===== src/rtl/mcde_pkg.sv =====
// ----------------------------------------------------------------------------
// Movement command delta encoder package
// Types and constants shared by the front end, the queue and the back end.
// ----------------------------------------------------------------------------
package mcde_pkg;

  localparam int unsigned CmdW     = 120;
  localparam int unsigned NumSlots = 16;
  localparam int unsigned SlotW    = 8;

  // Bit positions in the mask byte.
  localparam int unsigned MaskPitch   = 0;
  localparam int unsigned MaskRoll    = 1;
  localparam int unsigned MaskForward = 2;
  localparam int unsigned MaskSide    = 3;
  localparam int unsigned MaskUp      = 4;
  localparam int unsigned MaskButtons = 5;
  localparam int unsigned MaskImpulse = 6;
  localparam int unsigned MaskYaw     = 7;

  // Duration always occupies the final byte slot.
  localparam int unsigned SlotDuration = NumSlots - 1;

  typedef logic [NumSlots-1:0] slot_vec_t;

  // One classified command: the mask byte followed by the raw command bytes,
  // and one flag per byte telling whether it goes on the wire.
  typedef struct packed {
    slot_vec_t                    slot_vld;
    logic [NumSlots*SlotW-1:0]    bytes;
  } entry_t;

endpackage


===== src/rtl/mcde_front.sv =====
// ----------------------------------------------------------------------------
// Movement command delta encoder front end
// Accepts commands, compares them with the reference and builds queue entries.
// ----------------------------------------------------------------------------
module mcde_front (
  input  logic                   clk_i,
  input  logic                   rst_ni,
  input  logic                   delta_mode_i,
  input  logic                   s_axis_tvalid,
  output logic                   s_axis_tready,
  input  logic [mcde_pkg::CmdW-1:0] s_axis_tdata,
  input  logic                   full_i,
  output logic                   push_o,
  output mcde_pkg::entry_t       entry_o
);

  logic [111:0] prev_q, prev_d;
  logic [111:0] ref_cmd;
  logic [7:0]   mask;
  logic         d_pitch, d_yaw, d_roll, d_fwd, d_side, d_up, d_btn, d_imp;

  assign s_axis_tready = !full_i;
  assign push_o        = s_axis_tvalid && !full_i;

  assign ref_cmd = delta_mode_i ? prev_q : '0;

  assign d_pitch = s_axis_tdata[15:0]    != ref_cmd[15:0];
  assign d_yaw   = s_axis_tdata[31:16]   != ref_cmd[31:16];
  assign d_roll  = s_axis_tdata[47:32]   != ref_cmd[47:32];
  assign d_fwd   = s_axis_tdata[63:48]   != ref_cmd[63:48];
  assign d_side  = s_axis_tdata[79:64]   != ref_cmd[79:64];
  assign d_up    = s_axis_tdata[95:80]   != ref_cmd[95:80];
  assign d_btn   = s_axis_tdata[103:96]  != ref_cmd[103:96];
  assign d_imp   = s_axis_tdata[111:104] != ref_cmd[111:104];

  always_comb begin
    mask                        = '0;
    mask[mcde_pkg::MaskPitch]   = d_pitch;
    mask[mcde_pkg::MaskRoll]    = d_roll;
    mask[mcde_pkg::MaskForward] = d_fwd;
    mask[mcde_pkg::MaskSide]    = d_side;
    mask[mcde_pkg::MaskUp]      = d_up;
    mask[mcde_pkg::MaskButtons] = d_btn;
    mask[mcde_pkg::MaskImpulse] = d_imp;
    mask[mcde_pkg::MaskYaw]     = d_yaw;
  end

  assign entry_o.bytes    = {s_axis_tdata, mask};
  assign entry_o.slot_vld = {1'b1, d_imp, d_btn, d_up, d_up, d_side, d_side,
                             d_fwd, d_fwd, d_roll, d_roll, d_yaw, d_yaw,
                             d_pitch, d_pitch, 1'b1};

  assign prev_d = push_o ? s_axis_tdata[111:0] : prev_q;

  always_ff @(posedge clk_i or negedge rst_ni) begin
    if (!rst_ni) begin
      prev_q <= '0;
    end else begin
      prev_q <= prev_d;
    end
  end

endmodule


===== src/rtl/mcde_fifo.sv =====
// ----------------------------------------------------------------------------
// Movement command delta encoder queue
// Short first-in first-out queue of classified commands.
// ----------------------------------------------------------------------------
module mcde_fifo #(
  parameter int unsigned Depth = 2
) (
  input  logic             clk_i,
  input  logic             rst_ni,
  input  logic             push_i,
  input  mcde_pkg::entry_t entry_i,
  output logic             full_o,
  input  logic             pop_i,
  output logic             valid_o,
  output mcde_pkg::entry_t entry_o
);

  localparam int unsigned PtrW = $clog2(Depth);
  localparam int unsigned CntW = $clog2(Depth + 1);

  mcde_pkg::entry_t mem_q [Depth];
  logic [PtrW-1:0]  wr_ptr_q, wr_ptr_d, rd_ptr_q, rd_ptr_d;
  logic [CntW-1:0]  cnt_q, cnt_d;
  logic             do_push, do_pop;

  assign full_o  = cnt_q == CntW'(Depth);
  assign valid_o = cnt_q != '0;
  assign entry_o = mem_q[rd_ptr_q];
  assign do_push = push_i && !full_o;
  assign do_pop  = pop_i && valid_o;

  always_comb begin
    wr_ptr_d = wr_ptr_q;
    rd_ptr_d = rd_ptr_q;
    cnt_d    = cnt_q;
    if (do_push) begin
      wr_ptr_d = (wr_ptr_q == PtrW'(Depth - 1)) ? '0 : wr_ptr_q + 1'b1;
    end
    if (do_pop) begin
      rd_ptr_d = (rd_ptr_q == PtrW'(Depth - 1)) ? '0 : rd_ptr_q + 1'b1;
    end
    if (do_push && !do_pop) begin
      cnt_d = cnt_q + 1'b1;
    end else if (do_pop && !do_push) begin
      cnt_d = cnt_q - 1'b1;
    end
  end

  always_ff @(posedge clk_i or negedge rst_ni) begin
    if (!rst_ni) begin
      wr_ptr_q <= '0;
      rd_ptr_q <= '0;
      cnt_q    <= '0;
    end else begin
      wr_ptr_q <= wr_ptr_d;
      rd_ptr_q <= rd_ptr_d;
      cnt_q    <= cnt_d;
    end
  end

  always_ff @(posedge clk_i) begin
    if (do_push) begin
      mem_q[wr_ptr_q] <= entry_i;
    end
  end

endmodule


===== src/rtl/mcde_back.sv =====
// ----------------------------------------------------------------------------
// Movement command delta encoder back end
// Walks each entry's flagged byte slots; one byte per cycle unless stalled.
// ----------------------------------------------------------------------------
module mcde_back (
  input  logic             clk_i,
  input  logic             rst_ni,
  input  logic             valid_i,
  input  mcde_pkg::entry_t entry_i,
  output logic             pop_o,
  output logic             m_axis_tvalid,
  input  logic             m_axis_tready,
  output logic [7:0]       m_axis_tdata,
  output logic             m_axis_tlast
);

  localparam int unsigned NumSlots = mcde_pkg::NumSlots;
  localparam int unsigned SlotW    = mcde_pkg::SlotW;

  mcde_pkg::slot_vec_t         rem_q, rem_d, rem_after, pick;
  logic [NumSlots*SlotW-1:0]   cur_q, cur_d;
  logic [SlotW-1:0]            sel_byte;
  logic                        adv;
  logic                        vld_q, vld_d, last_q, last_d;
  logic [SlotW-1:0]            data_q, data_d;

  assign pick = rem_q & (~rem_q + 1'b1);

  always_comb begin
    sel_byte = '0;
    for (int i = 0; i < NumSlots; i++) begin
      sel_byte = sel_byte | (cur_q[i*SlotW +: SlotW] & {SlotW{pick[i]}});
    end
  end

  assign adv       = (rem_q != '0) && (!vld_q || m_axis_tready);
  assign rem_after = adv ? (rem_q & ~pick) : rem_q;
  assign pop_o     = valid_i && (rem_after == '0);
  assign rem_d     = pop_o ? entry_i.slot_vld : rem_after;
  assign cur_d     = pop_o ? entry_i.bytes : cur_q;

  always_comb begin
    vld_d  = vld_q;
    data_d = data_q;
    last_d = last_q;
    if (adv) begin
      vld_d  = 1'b1;
      data_d = sel_byte;
      last_d = pick[mcde_pkg::SlotDuration];
    end else if (m_axis_tready) begin
      vld_d = 1'b0;
    end
  end

  always_ff @(posedge clk_i or negedge rst_ni) begin
    if (!rst_ni) begin
      rem_q <= '0;
      vld_q <= 1'b0;
    end else begin
      rem_q <= rem_d;
      vld_q <= vld_d;
    end
  end

  always_ff @(posedge clk_i) begin
    cur_q  <= cur_d;
    data_q <= data_d;
    last_q <= last_d;
  end

  assign m_axis_tvalid = vld_q;
  assign m_axis_tdata  = data_q;
  assign m_axis_tlast  = last_q;

endmodule


===== src/rtl/movement_command_delta_encoder.sv =====
// An accepted command passes the queue and slot register to the output register.
// Throughput: one output byte per cycle while the output is ready; a command
// emits 2 to 16 bytes as the back end's byte sequencer walks its flagged slots.
// A new command is accepted every cycle while the command queue has room.
// Reset clears the previous command, the mode register and all queues.
// ----------------------------------------------------------------------------
// Movement command delta encoder
// Encodes movement commands as a change mask, the changed fields and duration.
// ----------------------------------------------------------------------------
module movement_command_delta_encoder #(
  parameter int unsigned QueueDepth = 2
) (
  input  logic         clk_i,
  input  logic         rst_ni,
  // APB configuration port
  input  logic         psel,
  input  logic         penable,
  input  logic         pwrite,
  input  logic [2:0]   paddr,
  input  logic [31:0]  pwdata,
  output logic [31:0]  prdata,
  output logic         pready,
  // Command stream
  input  logic         s_axis_tvalid,
  output logic         s_axis_tready,
  // angle_pitch, angle_yaw, angle_roll, forward_move, side_move, up_move,
  // button_bits, impulse_code, duration_ms
  input  logic [119:0] s_axis_tdata,
  // Byte stream
  output logic         m_axis_tvalid,
  input  logic         m_axis_tready,
  // out_byte
  output logic [7:0]   m_axis_tdata,
  output logic         m_axis_tlast
);

  logic             delta_mode_q, delta_mode_d;
  logic             push, full, q_valid, pop;
  mcde_pkg::entry_t push_entry, head_entry;

  assign pready = 1'b1;
  assign prdata = (paddr[2] == 1'b0) ? {31'b0, delta_mode_q} : '0;

  assign delta_mode_d = (psel && penable && pwrite && pready && (paddr[2] == 1'b0))
                        ? pwdata[0] : delta_mode_q;

  always_ff @(posedge clk_i or negedge rst_ni) begin
    if (!rst_ni) begin
      delta_mode_q <= 1'b0;
    end else begin
      delta_mode_q <= delta_mode_d;
    end
  end

  mcde_front u_front (
    .clk_i         (clk_i),
    .rst_ni        (rst_ni),
    .delta_mode_i  (delta_mode_q),
    .s_axis_tvalid (s_axis_tvalid),
    .s_axis_tready (s_axis_tready),
    .s_axis_tdata  (s_axis_tdata),
    .full_i        (full),
    .push_o        (push),
    .entry_o       (push_entry)
  );

  mcde_fifo #(
    .Depth (QueueDepth)
  ) u_fifo (
    .clk_i   (clk_i),
    .rst_ni  (rst_ni),
    .push_i  (push),
    .entry_i (push_entry),
    .full_o  (full),
    .pop_i   (pop),
    .valid_o (q_valid),
    .entry_o (head_entry)
  );

  mcde_back u_back (
    .clk_i         (clk_i),
    .rst_ni        (rst_ni),
    .valid_i       (q_valid),
    .entry_i       (head_entry),
    .pop_o         (pop),
    .m_axis_tvalid (m_axis_tvalid),
    .m_axis_tready (m_axis_tready),
    .m_axis_tdata  (m_axis_tdata),
    .m_axis_tlast  (m_axis_tlast)
  );

endmodule


===== config.mk =====
export PLATFORM = sky130hd
export DESIGN_NAME = movement_command_delta_encoder
export DESIGN_NICKNAME = d
export VERILOG_FILES = /design/src/rtl/mcde_pkg.sv /design/src/rtl/mcde_front.sv /design/src/rtl/mcde_fifo.sv /design/src/rtl/mcde_back.sv /design/src/rtl/movement_command_delta_encoder.sv
export SDC_FILE = /design/constraint.sdc
export NUM_CORES = 1
export LEC_CHECK = 0
export ABC_AREA = 1
export BUFFER_PORTS_ARGS = -buffer_cell sky130_fd_sc_hd__buf_4
export CAP_MARGIN = 10
export CORE_MARGIN = 2
export CORE_UTILIZATION = 45
export CTS_CLUSTER_SIZE = 24
export DETAILED_ROUTE_END_ITERATION = 6
export GPL_ROUTABILITY_DRIVEN = 1
export SLEW_MARGIN = 20
export SYNTH_ARGS = -nofsm -noshare
export SYNTH_HDL_FRONTEND = slang
export SYNTH_SLANG_ARGS = --single-unit

===== constraint.sdc =====
create_clock -name clk_i -period 17.4 [get_ports clk_i]
set_input_delay 0 -clock clk_i [delete_from_list [all_inputs] [get_ports clk_i]]
set_output_delay 0 -clock clk_i [all_outputs]
set_load 0.01 [all_outputs]

# Word-level counts from Yosys, hierarchy flattened
# Memories as Yosys holds them, arrays and structs flattened.
# Cells that the tools add are included.
# totals
ff_bits	271
in_bits	162
output_inout_bits	44
mem_count	1
ramBits	284
# mem_list
name	depth	word_bits	rd	rd_ports_with_merged_regs	write_ports	line_no	text
u_fifo.mem_q	2	142	1	0	1	mcde_fifo.sv:21	mcde_pkg::entry_t mem_q [Depth];
# op_classes
add_sub_neg	5
eq_ne	9
bitwise	36
n_reduce_logical	20
n_mux	12
# op_table
cell	count
$and 8x8->8	16
$or 8x8->8	15
$mux 112	1
$ne 16x16->1	6
$and 16x16->16	2
$mux 16	2
$not 16->16	2
$add 16x1->16 const B	1
$logic_not 16->1	1
$ne 8x8->1	2
$reduce_bool 16->1	1
$logic_and 1x1->1	10
$mux 1	7
$reduce_bool 2->1	3
$logic_not 1->1	4
$mux 2	2
$add 1x1->1 const B	2
$add 2x1->2 const B	1
$eq 2x2->1 const B	1
$sub 2x1->2 const B	1
$logic_or 1x1->1	1
$not 1->1	1

# Longest topological paths before layout
# depth
ltp_word	19
ltp_mapped	17
depth_no_buf	16

# Modules after synthesis
# A second synthesis with hierarchy kept.
# unflattened
hier_cells	2503
area_unflattened_um2	25037.8
# by_module_without_submodules
module	area_each_um2	cells_per_inst	seq_area_each_um2	n_inst
mcde_fifo	10656.5	783	8748.4	1
mcde_front	7758.7	1170	2802.7	1
mcde_back	6308.6	505	4539.4	1
movement_command_delta_encoder	314.1	45	25.0	1

# Worst setup path before layout
# Ideal clock, no wire load.
# synth_path
kind	register -> register
from	register u_fifo.cnt_q[0]
to	memory u_fifo.mem_q[0][100] (netlist bit), enable pin
synth_period_minus_slack_ns	6.998
t_arrival_ns	6.381
setup_ns	0.617
path_buffers	2
stages_incl_launch_ff	7
path_slack_ns	10.402
path_cell_list	dfrtp_1 inv_1 nand2_1 nand2_1 clkbuf_1 clkbuf_1 nor2_1
# synth_via
elab_chain_cells	6
# synth_rtl
item	line_no	text
from (decl)	mcde_fifo.sv:23	logic [CntW-1:0] cnt_q, cnt_d;
from (signal assigned)	mcde_fifo.sv:57	cnt_q <= cnt_d;
$eq 2x2->1 (*)	mcde_fifo.sv:26	assign full_o = cnt_q == CntW'(Depth);
$logic_not 1->1 (*)	n/a	
net s_axis_tready	movement_command_delta_encoder.sv:25	output logic s_axis_tready,
$logic_and 1x1->1	mcde_front.sv:23	assign push_o = s_axis_tvalid && !full_i;
$logic_and 1x1->1 (*)	mcde_fifo.sv:29	assign do_push = push_i && !full_o;
$mux 1 (*)	mcde_fifo.sv:62	if (do_push) begin
$mux 1 (not written as such) (*)	mcde_fifo.sv:63	mem_q[wr_ptr_q] <= entry_i;
to (decl)	mcde_fifo.sv:21	
# Mark *: on every way through the listed nets, which the timed path passes. The rest lies on a longest branch.

# Final worst setup path
# layout_path
from	register u_back.rem_q[12]
to	register u_fifo.cnt_q[1]
# layout_via
elab_chain_cells	12
elab_cells_between_ends	16
classes_between	add/sub (1); mux (2); bitwise (4); reduce/logical (9)
# layout_rtl
item	line_no	text
from (decl)	mcde_back.sv:20	mcde_pkg::slot_vec_t rem_q, rem_d, rem_after, pick;
from (signal assigned)	mcde_back.sv:60	rem_q <= rem_d;
$not 16->16	mcde_back.sv:27	assign pick = rem_q & (~rem_q + 1'b1);
$add 16x1->16	mcde_back.sv:27	
$and 16x16->16	mcde_back.sv:27	
$not 16->16	mcde_back.sv:37	assign rem_after = adv ? (rem_q & ~pick) : rem_q;
$and 16x16->16	mcde_back.sv:37	
$mux 16 (*)	mcde_back.sv:37	
$logic_not 16->1 (*)	mcde_back.sv:38	assign pop_o = valid_i && (rem_after == '0);
$logic_and 1x1->1 (*)	mcde_back.sv:38	
$logic_and 1x1->1 (*)	mcde_fifo.sv:30	assign do_pop = pop_i && valid_o;
$logic_not 1->1	mcde_fifo.sv:42	if (do_push && !do_pop) begin
$logic_and 1x1->1	mcde_fifo.sv:42	
$mux 2 / $reduce_bool 2->1 (equally long branches)	n/a	
# Every way passes the cells marked *; elsewhere a longest branch is shown, timed or not.
# A chain may end at the register's enable or synchronous reset.

==> metrics.txt <==
status=complete, no violations; CP Capture Point=u_fifo.cnt_q[1]$_DFFE_PN0P_; Post-synth top cells=nand2_1, edfxtp_1, dfrtp_1, inv_1, o21ai_0; vias in the first global route=14.2k; clock sink count=527; vias=14.4k; wire length per cell=17.4 µm; number of flops mapped to enable cells by yosys=393; first-pass GRT wire length=79700 µm; largest net degree at the start of global routing=121; initial antenna violation count=0; TNS Setup=0 ps; CP max stage cell=dfrtp_1; post-cts resize count=0; Vias/cell=~5; share of cells above drive strength 1=10.7%; top-count cell post-synth=nand2_1; total of warnings raised by yosys=0; FF-to-FF path depth=16; Yosys cell types=32; reg2reg start=u_back.rem_q[12]$_DFF_PN0_; Root Buffer=clkbuf_16; Nets=2441; cell total after placement=2708; diode count=0; Pre-antenna DRT Iters=6; core area=between 40000 and 50000 µm²; endpoints failing hold=0; residual DRC count=0; CTS clk-pin slew, worst paths=roughly 60 ps; R2R Setup Slk=13690 ps; die area=between 50000 and 60000 µm²; final setup violating endpoints=0; Worst-Margin Slew=1160 ps; Hold Crit Class=in2async; slew margin rel.=approximately 22%; Synth Register Bits=527; Final Cycle Share=between 20% and 30%; H-tree depth=2; row count=80; Clock Latency Late Sink=610 ps; Largest stage delay, worst path=roughly 630 ps; grt total ovfl=0; initial DRC count=between 900 and 1k; Max Clock Freq=0.269 GHz; RSZ-0062 raised after global routing=false; LEAKAGE=11.3 nW; synthesis-to-finish area growth=21.4%; CP most frequent cell=nand2_1; non-filler instance count after layout=2941; clk buf depth=3; asr flop ratio synth=25.4%; Die Span X=224 µm; Area contributors post-synth=edfxtp_1, dfrtp_1, nand2_1, xor2_1, inv_1; Total Wirelength=51300 µm; Final Cell Area=between 20000 and 30000 µm²; worst reg2reg endpoint=u_fifo.cnt_q[1]$_DFFE_PN0P_; register area share after synthesis=69.5%; CTS tree=yes; HPWL after DPL=32800 µm; Slew Limit Fails=0; Worst setup startpoint=u_back.rem_q[12]$_DFF_PN0_; Power Dens Cells=roughly 170 nW/µm²; Avg Synthesized Cell Area=between 10 and 15 µm²; critical path cell sequence=nor2_1 -> nand2_1 -> nor2_1 -> nand2_2 -> nand2_1 -> nand2_1 -> nand3_1 -> nor2_1 -> nand2_1 -> nor2_4 -> buf_4 -> inv_1 -> ha_1 -> a21oi_1 -> o21ai_0 -> xnor2_1; top cell type's share of synthesized area=54.1%; Critical Path End Type=flop; I/O pin cnt=206; MaxCap Viol Count=0; TritonCTS Buffers=56; Worst Path Required=17890 ps; worst vdd ir=around 110 µV; initial core utilization=45.6%; routability cong.=0.899; Worst Path Arrival=4200 ps; post-synth top area cell=edfxtp_1; crit path kind=reg2reg; antenna viol nets, final=0; Max FO, Critical Path=61; IO Port Bufs=140; Startpoint Class=flop; dpl cell area=23400 µm²; min cycle time layout=3710 ps; Die Y=224 µm; gr usage total=20.7%; Synth Instances=2012; Cell Area, Synth=about 22000 µm²; clock skew=about 17 ps; ys flop type=edfxtp_1; total chip power=4.50 mW
routing by layer:
metal / up-vias / wire, µm / GRT usage [%]
met1: 6934 / 23200 / 28.8
met4: 0 / 1140 / 5.92
met5: - / 0 / 0
met3: 76 / 2520 / 3.03
met2: 339 / 24500 / 34.2
li1: 7094 / - / -
stage by stage:
| step | worst slack [ps] | hold slack, ps | utilization (%) |
|---|---|---|---|
| after CTS | 13660 | 97.0 | 55.3 |
| after detailed placement | 13690 | 191 | 48.9 |
| final | 13690 | 59.4 | 55.4 |
| after global routing | 13390 | 122 | 55.4 |
| after global placement | 13720 | 185 | 48.9 |
| after floorplan | 10400 | -296 | - |
worst max-delay path, delay by kind of cell (launching register included):
| family | cells | cell delay [ps] |
|---|---|---|
| AOI/OAI and AO/OA | 2 | 280 |
| buffers and inverters | 2 | 720 |
| and+or+nand+nor | 10 | 1440 |
| adders and majority gates | 1 | 340 |
| xor gates and xnor gates | 1 | 150 |
| DFF | 1 | 630 |
layout by cell type, fill, tap and decap left out, types with 2 or more instances in the layout:
| cell type | instances |
|---|---|
| conb_1 | 32 |
| dfrtp_4 | 2 |
| buf_4 | 153 |
| clkbuf_8 | 4 |
| inv_6 | 3 |
| a211oi_1 | 5 |
| nand4_1 | 15 |
| dlygate4sd3_1 | 125 |
| clkbuf_16 | 57 |
| dfrtp_1 | 132 |
| a21oi_1 | 28 |
| buf_12 | 2 |
| edfxtp_1 | 393 |
| nand2_1 | 822 |
| clkinvlp_4 | 2 |
| xnor2_1 | 8 |
| xor2_1 | 90 |
| a221oi_1 | 2 |
| nor2_4 | 4 |
| clkinv_1 | 10 |
| inv_1 | 130 |
| o21ai_0 | 97 |
| a31oi_1 | 8 |
| nor4_1 | 22 |
| nand3_1 | 56 |
| nor2_1 | 63 |
| bufinv_16 | 5 |
| nor3_1 | 10 |
| clkinv_2 | 11 |
| clkbuf_1 | 15 |
| nand2_2 | 2 |
| a22oi_1 | 3 |
| a22o_1 | 6 |
final cells by class:
cell class	count	area [µm²]
Fill cell	4092	21400
Sequential cell	527	15200
Multi-Input combinational cell	1280	5790
Timing Repair Buffer	281	2450
Clock buffer	76	1540
Tap cell	615	769
Inverter	132	500
Clock inverter	30	283
what timing repair did:
action / in CTS / in global routing
buffers inserted: 0 / 0
endpoints found under the hold margin: 456 / 0
hold buffers: 125 / 0
cells by family (layout without fill, tap and decap cells):
group           count (synthesis)  in the layout  synth area share (%)
fa+ha+maj                       1              1                0.0573
compound gates                151            151                  3.77
xor+xnor                       98             98                  3.93
flops                         527            527                  69.5
other cells                     2             32                0.0344
buf+inv                       235            519                  4.62
simple gates                  998            998                  18.1
power by group:
part,total [mW],internal (mW),switching (mW),leakage [nW]
clock,1.18,0.693,0.483,0.892
combinational,1.31,0.394,0.921,5.19
sequential,2.01,1.83,0.181,5.25
worst min-delay path by stage:
stage                      from                             end
2_1_floorplan            rst_ni        delta_mode_q$_DFFE_PN0P_
3_3_place_gp             rst_ni  u_front.prev_q[89]$_DFFE_PN0P_
3_5_place_dp             rst_ni  u_front.prev_q[89]$_DFFE_PN0P_
4_1_cts        s_axis_tdata[84]   u_fifo.mem_q[1][92]$_DFFE_PP_
5_1_grt        s_axis_tdata[87]   u_fifo.mem_q[1][95]$_DFFE_PP_
6_report                 rst_ni  u_front.prev_q[25]$_DFFE_PN0P_
sequential cells by signal, summed over array words and instances, names as in the netlist:
register              count
u_back.rem_q             16
u_back.m_axis_tdata       8
u_back.m_axis_tlast       1
u_back.m_axis_tvalid      1
u_front.prev_q          112
u_fifo.rd_ptr_q           1
u_back.cur_q            128
u_fifo.wr_ptr_q           1
u_fifo.mem_q            256
u_fifo.cnt_q              2
delta_mode_q              1
(Power assumes the default switching activity.)
